`src/rtl/sed_pkg.sv`:
```
// ----------------------------------------------------------------------------
// Silhouette edge extrusion package
// Shared types, register indexes, reset values, corner codes and the saturation helper.
// ----------------------------------------------------------------------------
package sed_pkg;

   typedef logic [31:0]            word_type;
   typedef logic [2:0][31:0]       vec3_type;
   typedef logic [3:0][2:0][31:0]  quad_type;
   typedef logic [1:0]             corner_type;
   typedef logic [1:0]             reg_index_type;

   typedef struct packed {
      logic [31:0] light_x;
      logic [31:0] light_y;
      logic [31:0] light_z;
      logic [30:0] extrude_length;
   } cfg_type;

   typedef struct packed {
      logic valid;
      logic silhouette;
   } pipe_ctl_type;

   localparam reg_index_type REG_LIGHT_X        = 2'd0;
   localparam reg_index_type REG_LIGHT_Y        = 2'd1;
   localparam reg_index_type REG_LIGHT_Z        = 2'd2;
   localparam reg_index_type REG_EXTRUDE_LENGTH = 2'd3;

   localparam logic [31:0] LIGHT_X_RESET        = 32'd327680;
   localparam logic [31:0] LIGHT_Y_RESET        = 32'd327680;
   localparam logic [31:0] LIGHT_Z_RESET        = 32'd0;
   localparam logic [30:0] EXTRUDE_LENGTH_RESET = 31'd655360;

   localparam corner_type CORNER_START     = 2'd0;
   localparam corner_type CORNER_END       = 2'd1;
   localparam corner_type CORNER_EXT_END   = 2'd2;
   localparam corner_type CORNER_EXT_START = 2'd3;

   localparam logic signed [49:0] SAT_HI = 50'sd2147483647;
   localparam logic signed [49:0] SAT_LO = -50'sd2147483648;

   function automatic logic [31:0] sed_sat32(input logic signed [49:0] v);
      logic [31:0] r;
      if (v > SAT_HI) begin
         r = 32'h7fff_ffff;
      end else if (v < SAT_LO) begin
         r = 32'h8000_0000;
      end else begin
         r = v[31:0];
      end
      return r;
   endfunction

endpackage

```
`src/rtl/sed_quad_out.sv`:
```
// ----------------------------------------------------------------------------
// Silhouette edge extrusion quad output
// Holds one quad and sends its four vertices in corner order, one per
// transfer. Edges that are not silhouettes are dropped here.
// ----------------------------------------------------------------------------
module sed_quad_out (
   input  logic                  clock,
   input  logic                  reset,
   input  sed_pkg::pipe_ctl_type in_ctl,
   input  sed_pkg::quad_type     in_quad,
   output logic                  in_ready,
   output logic                  rsp_valid,
   input  logic                  rsp_ready,
   output sed_pkg::vec3_type     rsp_vertex,
   output sed_pkg::corner_type   rsp_corner,
   output logic                  rsp_last_vertex
);
   import sed_pkg::*;

   logic       q_valid_ff;
   corner_type corner_ff;
   quad_type   vert_ff;
   logic       last;
   logic       q_free;
   logic       load;
   logic       take;

   assign last     = (corner_ff == CORNER_EXT_START);
   assign take     = q_valid_ff && rsp_ready;
   assign q_free   = !q_valid_ff || (rsp_ready && last);
   assign in_ready = !in_ctl.silhouette || q_free;
   assign load     = in_ctl.valid && in_ctl.silhouette && q_free;

   always_ff @(posedge clock) begin
      if (reset) begin
         q_valid_ff <= 1'b0;
         corner_ff  <= CORNER_START;
      end else if (load) begin
         q_valid_ff <= 1'b1;
         corner_ff  <= CORNER_START;
      end else if (take) begin
         if (last) begin
            q_valid_ff <= 1'b0;
         end else begin
            corner_ff <= corner_ff + 2'd1;
         end
      end
   end

   always_ff @(posedge clock) begin
      if (load) begin
         vert_ff <= in_quad;
      end else if (take) begin
         vert_ff <= {vert_ff[3], vert_ff[3], vert_ff[2], vert_ff[1]};
      end
   end

   assign rsp_valid       = q_valid_ff;
   assign rsp_vertex      = vert_ff[0];
   assign rsp_corner      = corner_ff;
   assign rsp_last_vertex = last;

   a_corner_steps: assert property (@(posedge clock) disable iff (reset)
      (q_valid_ff && rsp_ready && !last) |=>
         (q_valid_ff && corner_ff == $past(corner_ff) + 2'd1))
      else $error("corner did not advance after a transfer");

   a_quad_starts: assert property (@(posedge clock) disable iff (reset)
      (in_ctl.valid && in_ctl.silhouette && in_ready) |=>
         (q_valid_ff && corner_ff == CORNER_START))
      else $error("new quad did not start at its first corner");

endmodule

```
`config.mk`:
```
export PLATFORM = sky130hd
export DESIGN_NAME = sed_quad_out
export DESIGN_NICKNAME = d
export VERILOG_FILES = /design/src/rtl/sed_pkg.sv /design/src/rtl/sed_quad_out.sv
export SDC_FILE = /design/constraint.sdc
export NUM_CORES = 1
export LEC_CHECK = 0
export ABC_AREA = 1
export BUFFER_PORTS_ARGS = -buffer_cell sky130_fd_sc_hd__buf_2
export CAP_MARGIN = 10
export CORE_AREA = 2 2 189 191
export CTS_CLUSTER_DIAMETER = 40
export DETAILED_ROUTE_END_ITERATION = 7
export DIE_AREA = 0 0 191 193
export PLACE_DENSITY = 0.84
export RECOVER_POWER = 50
export SLEW_MARGIN = 10
export SYNTH_ARGS = -nofsm -noshare
export SYNTH_HDL_FRONTEND = slang
export SYNTH_SLANG_ARGS = --single-unit
```
`constraint.sdc`:
```
create_clock -name clock -period 34.6 [get_ports clock]
set_input_delay 5.19 -clock clock [delete_from_list [all_inputs] [get_ports clock]]
set_output_delay 5.19 -clock clock [all_outputs]
set_load 0.005 [all_outputs]
```
==> qor.csv, run 1 <==
stage,metric,value,unit
floorplanning,chipWidth,191,microns
timing,timing.fmax,62.9,MHz
synthesis,syn-cell-area,16900,sq um
cells_and_area,post_route_cells_drive_above_1_share,24.4,%
synthesis,cell_type_contributing_the_most_total_cell_area_after_synthesis,edfxtp_1,
detailed_routing,first_iter_violations,750,
detailed_routing,drcViolationCount,0,
timing,worst_clock_skew,0.0157,ns
timing,hold_viol,0,
setup_path,crit_chain,buf_2 > nand2_1 > inv_1 > nand2_1 > clkinvlp_2 > buf_4 > buf_4 > nand2_1 > nand2_1,
power_and_ir_drop,vdd.ir_drop.worst,48.0,uV
place,port-buffer-count,489,
global_routing,gr-usage-all-layers,20.2,%
setup_path,crit_path_max_incr_delay,6.00,ns
clock_network,longest_clk_path_bufs,3,
cells_and_area,layout.cells.most_common_list,"nand2_1 (876), buf_2 (412), edfxtp_1 (384), inv_1 (101), nor2_1 (97)",
global_routing,antenna_found_initial,6,
clock_network,clk_pin_slew_worst_setup_hold_paths,0.06,ns
clock_network,clock_tree_from_tritoncts,done,
timing,setup_viol,0,
synthesis,syn_inst,1638,
power_and_ir_drop,power_leakage,9.53,nW
setup_path,slowest_stage,clkinvlp_2,
floorplanning,placement_rows,69,
setup_path,crit_path_frequent_cell,nand2_1,
detailed_routing,dr_total_vias,11898,
setup_path,cp_num_cells,9,
setup_path,arrival,16.22,ns
synthesis,synth_top_cell_area_share,68.3,%
detailed_routing,antenna_violating_nets_post_route,0,
power_and_ir_drop,powerDensity,57.8,nW/um^2
timing,slew_headroom,-296,%
timing,minimum_hold_slack,0.508,ns
setup_path,crit_fanout,198,
place,dp.final_hpwl,26.2,mm
cells_and_area,area_growth_syn_to_layout,20.6,%
clock_network,clock-root-buffer,clkbuf_16,
detailed_routing,detail_route.wirelength,38.6,mm
timing,final.setup.worst_slack,18.69,ns
synthesis,ys_seq_elements,387,
setup_path,critPathBufInv,5,
global_routing,globalRouteOverflowTotal,0,
clock_network,cts.repair.resized,0,
synthesis,synthesis.nets,2028,
setup_path,r2r_cells,9,
setup_path,worstSetupPathType,in2reg,
synthesis,synth_area_leaders,"edfxtp_1 (68%), nand2_1 (19%), buf_4 (4.8%)",
synthesis,synth.yosys.seq_area_share,68.7,%
clock_network,post_cts_buffers,0,
detailed_routing,avgRoutedWirePerCell,15.3,microns
global_routing,wire_length_of_the_first_global_routing_pass,57.7,mm
clock_network,cts_hold_buf,0,
clock_network,tritoncts.num_buffers,50,
synthesis,synth_warnings,0,
floorplanning,initial_core_util,48.3,%
timing,period_minus_slack,15.91,ns
timing,rsz0062_at_grt,false,
timing,timing.final.max_slew_violations,699,
min_path,worst_hold_check_path_type,reg2reg,
timing,setup_tns,0,ns
timing,period_share,46.0,%
status,violations,"max-capacitance violations, max-slew violations",
cells_and_area,layout_commonest_cell,nand2_1,
floorplanning,io_pins,490,
detailed_routing,vias_per_cell,4.71,
detailed_routing,detailedRoute.firstPassIterationCount,5,
floorplanning,die_area,36900,sq um
floorplanning,core_area,35000,sq um
setup_path,cpLargestDelayFamily,buffers and inverters,
clock_network,clock_sinks,387,
timing,worstMarginPinSlew,5.90,ns
global_routing,grt_pass1_vias,11620,
setup_path,crit_end_category,register,
cells_and_area,layout.nets,2409,
clock_network,worst_skew_pair.late_latency,0.57,ns
floorplanning,fp.dieH,193,microns
flow_run,timing.max_cap.violations,7,
cells_and_area,nFillCells,2871,
min_path,hold_critical_path_depth,2,
cells_and_area,final_util,58.2,%
place,place_worst_setup_slack,23.77,ns
status,status,finished with violations,
synthesis,syn_avg_cell_area,10.3,sq um
place,gpl.final_weighted_congestion,0.899,
setup_path,nature_of_the_critical_path_startpoint,input port,
global_routing,grt_start_max_net_pins,199,
setup_path,worst_ep_required_time,34.91,ns
synthesis,synthDistinctLibCells,18,
clock_network,cts_htree_levels,2,
-- cells in the mapped netlist --
master,number
clkbuf_1,1
nand3_1,2
nor2_1,97
buf_8,1
buf_4,107
buf_1,1
nand2_1,874
dfxtp_1,3
buf_6,12
inv_4,1
nand2_2,2
ha_1,1
nand4_1,1
o21ai_0,1
inv_1,101
buf_2,47
edfxtp_1,384
a21oi_1,2
-- tightest hold or removal path: stages (launching register included) --
cell	delay, ns
edfxtp_1	0.31
nand2_1	0.05
nand2_1	0.05
-- layer usage --
| layer | vias to the layer above | global-route usage [%] | routed length, microns |
|---|---|---|---|
| li1 | 5864 | - | - |
| met1 | 5473 | 24.4 | 14900 |
| met2 | 465 | 34.3 | 19600 |
| met3 | 96 | 4.85 | 2750 |
| met4 | 0 | 9.21 | 1400 |
| met5 | - | 0 | 0 |
-- through the flow --
step,instance area [sq um],instances,total power [mW]
2_1_floorplan,16900,1638,0.656
3_3_place_gp,18800,2428,0.665
3_5_place_dp,18800,2428,0.669
4_1_cts,20500,2516,1.18
5_1_grt,20300,2522,1.22
6_report,20300,2525,1.18
-- layout make-up --
cell class	count	area [sq um]	area share [%]
multi-input cells	980	3710	18.2
clock inverters	35	378	1.86
inverters	102	384	1.89
clock buffers	53	1280	6.31
repair buffers	498	2400	11.8
well taps	461	577	2.84
flip-flops and latches	387	11600	57.0
diodes	9	22.5	0.111
-- cell families (layout without fill, tap and decap cells) --
| group | after synthesis | in the layout | synth area share, % |
|---|---|---|---|
| other | 0 | 9 | 0 |
| AO/OA/AOI/OAI | 3 | 3 | 0.0890 |
| AND/OR/NAND/NOR | 976 | 976 | 21.8 |
| adder cells (fa/ha/maj) | 1 | 1 | 0.0741 |
| flip-flops | 387 | 387 | 68.7 |
| buffers and inverters | 271 | 688 | 9.37 |
-- power by group --
group | switching [mW] | internal (mW)
sequential | 0.00799 | 0.558
clock | 0.201 | 0.311
combinational | 0.0592 | 0.0393
total | 0.268 | 0.908
-- flip-flops by register name, indices dropped and copies added (netlist names) --
signal and flops:
rsp_vertex 96, rsp_valid 1, rsp_corner 2, vert_ff 288
-- path summary, 6_finish.rpt --
| check | slack (ns) | to | start |
|---|---|---|---|
| min reg2reg | 0.51 | vert_ff[131] | vert_ff[227] |
| max reg2reg | 22.86 | vert_ff[174] | rsp_corner[0] |
| max | 18.69 | vert_ff[174] | in_ctl[1] |
| min | 0.51 | vert_ff[131] | vert_ff[227] |
No activity file was read; power rests on OpenSTA's default activity.
==> run 2: changes to the inputs <==
==> constraint.sdc (replaced) <==
create_clock -name clock -period 16.6 [get_ports clock]
set_input_delay 2.49 -clock clock [delete_from_list [all_inputs] [get_ports clock]]
set_output_delay 2.49 -clock clock [all_outputs]
set_load 0.005 [all_outputs]
==> qor.csv, run 2 (same netlist as run 1, synthesis figures left out) <==
stage,metric,value,unit,change
setup_path,crit_chain,clkbuf_1 > nand2_1 > o21ai_4 > clkbuf_1 > clkbuf_1 > buf_4,,was buf_2 > nand2_1 > inv_1 > nand2_1 > clkinvlp_2 > buf_4 > buf_4 > nand2_1 > nand2_1
cells_and_area,largest_register_ff_count,288,,unchanged
setup_path,arrival,9.38,ns,was 16.22 ns
clock_network,clk_pin_slew_worst_setup_hold_paths,0.06,ns,about the same
setup_path,nature_of_the_critical_path_startpoint,input port,,unchanged
power_and_ir_drop,finalPower,2.45,mW,was 1.18 mW
cells_and_area,post_route_cells_drive_above_1_share,24.8,%,was 24.4%
timing,timing.fmax,108,MHz,
timing,worst_clock_skew,0.0176,ns,was 0.0157 ns
timing,worstMarginPinSlew,4.04,ns,was 5.90 ns
setup_path,critPathLaunch,rsp_ready,,was in_ctl[1]
power_and_ir_drop,power_leakage,9.56,nW,was 9.53 nW
flow_run,timing.max_cap.violations,6,,was 7
global_routing,globalRouteOverflowTotal,0,,unchanged
timing,setup_tns,0,ns,unchanged
global_routing,gr-usage-all-layers,20.5,%,was 20.2%
floorplanning,initial_core_util,48.3,%,unchanged
cells_and_area,layout.cells.most_common_list,"nand2_1 (876), buf_2 (422), edfxtp_1 (384), inv_1 (101), nor2_1 (97)",,"was nand2_1 (876), buf_2 (412), edfxtp_1 (384), inv_1 (101), nor2_1 (97)"
power_and_ir_drop,vdd.ir_drop.worst,88.2,uV,was 48.0 uV
floorplanning,fp.dieH,193,microns,unchanged
place,dp.final_hpwl,26.9,mm,was 26.2 mm
setup_path,worstSetupPathType,in2reg,,unchanged
min_path,worst_hold_check_path_type,reg2reg,,unchanged
detailed_routing,antenna_violating_nets_post_route,0,,unchanged
floorplanning,core_area,35000,sq um,unchanged
timing,rsz0062_at_grt,false,,unchanged
global_routing,grt_start_max_net_pins,156,,was 199
status,status,finished with violations,,unchanged
place,port-buffer-count,489,,unchanged
detailed_routing,first_iter_violations,908,,was 750
setup_path,cp_num_cells,6,,was 9
global_routing,grt_pass1_vias,11678,,was 11620
setup_path,crit_end_category,register,,unchanged
cells_and_area,top_register,vert_ff,,unchanged
min_path,min-delay-start,vert_ff[146],,was vert_ff[227]
setup_path,slowest_stage,clkbuf_1,,was clkinvlp_2
setup_path,worst_r2r_startpoint,rsp_valid,,was rsp_corner[0]
cells_and_area,layout.nets,2409,,unchanged
min_path,hold_critical_path_depth,2,,unchanged
status,violations,"max-capacitance violations, max-slew violations",,unchanged
clock_network,clock_tree_from_tritoncts,done,,unchanged
setup_path,worst_ep_required_time,16.76,ns,was 34.91 ns
timing,hold_viol,0,,unchanged
cells_and_area,layout_commonest_cell,nand2_1,,unchanged
clock_network,tritoncts.num_buffers,50,,unchanged
timing,setup_viol,0,,unchanged
floorplanning,placement_rows,69,,unchanged
detailed_routing,detail_route.wirelength,39.7,mm,was 38.6 mm
clock_network,clock-root-buffer,clkbuf_16,,unchanged
detailed_routing,detailedRoute.firstPassIterationCount,7,,was 5
detailed_routing,dr_total_vias,12138,,was 11898
power_and_ir_drop,powerDensity,120,nW/um^2,was 57.8 nW/um^2
clock_network,post_cts_buffers,0,,unchanged
timing,timing.final.max_slew_violations,499,,was 699
global_routing,antenna_found_initial,13,,was 6
setup_path,cpLargestDelayFamily,buffers and inverters,,unchanged
setup_path,r2r_cells,5,,was 9
timing,slew_headroom,-170,%,was -296%
clock_network,cts.repair.resized,0,,unchanged
clock_network,cts_hold_buf,0,,unchanged
cells_and_area,area_growth_syn_to_layout,20.9,%,was 20.6%
detailed_routing,drcViolationCount,0,,unchanged
global_routing,wire_length_of_the_first_global_routing_pass,58.8,mm,was 57.7 mm
clock_network,worst_skew_pair.late_latency,0.55,ns,was 0.57 ns
setup_path,crit_path_frequent_cell,clkbuf_1,,was nand2_1
setup_path,critPathBufInv,4,,was 5
detailed_routing,avgRoutedWirePerCell,15.7,microns,was 15.3 microns
setup_path,crit_fanout,86,,was 198
timing,period_minus_slack,9.22,ns,
floorplanning,io_pins,490,,unchanged
clock_network,longest_clk_path_bufs,3,,unchanged
detailed_routing,vias_per_cell,4.79,,was 4.71
clock_network,clock_sinks,387,,unchanged
floorplanning,chipWidth,191,microns,unchanged
clock_network,cts_htree_levels,2,,unchanged
place,gpl.final_weighted_congestion,0.953,,was 0.899
timing,period_share,55.6,%,
setup_path,crit_path_max_incr_delay,2.99,ns,was 6.00 ns
floorplanning,die_area,36900,sq um,unchanged
-- run 2: changes by cell type in the layout (fill, tap and decap cells not counted), sizes merged --
| cell | previous run | this run |
|---|---|---|
| buf | 418 | 426 |
| diode | 9 | 15 |
| clkbuf | 133 | 128 |
| clkinvlp | 5 | 8 |
| inv | 113 | 111 |
| clkinv | 14 | 13 |
-- run 2: worst reg2reg max path: cells and delay by family, from the launching register on --
family          cells  cell delay (ns)
buf+inv             3             6.49
flops               1             0.48
simple gates        1             0.19
compound gates      1             0.08
-- run 2: layout make-up --
type,instances,area [sq um]
diodes,15,37.5
clock buffers,56,1290
clock inverters,35,382
fillers,2823,14600
inverters,102,395
multi-input cells,980,3710
flip-flops and latches,387,11600
well taps,461,577
repair buffers,498,2410
-- run 2: worst paths after layout --
check	to	slack [ns]
hold / removal	rsp_vertex[50]	0.50
setup / recovery	vert_ff[146]	7.38
setup reg to reg	vert_ff[146]	8.96
hold reg to reg	rsp_vertex[50]	0.50
-- run 2: where the power goes --
part | switching, mW | internal (mW)
combinational | 0.125 | 0.0778
clock | 0.420 | 0.650
sequential | 0.0175 | 1.16
-- run 2: per-stage QoR --
stage / utilization (%) / hold slack, ns / setup WS, ns / instance area (sq um) / instances
floorplan: - / 0.494 / 0.434 / 16900 / 1638
global placement: 53.8 / 0.497 / 10.91 / 18800 / 2428
detailed placement: 53.8 / 0.501 / 10.85 / 18800 / 2428
CTS: 58.6 / 0.511 / 11.19 / 20500 / 2519
global route: 58.3 / 0.522 / 6.72 / 20400 / 2532
finish: 58.3 / 0.505 / 7.38 / 20400 / 2534
-- run 2: layer usage --
layer,vias up,part of all wire (%),GRT usage [%]
li1,5884,-,-
met1,5531,39,25.3
met2,585,49,34.1
met3,138,7.2,4.20
met4,0,4.9,11.3
met5,-,0,0
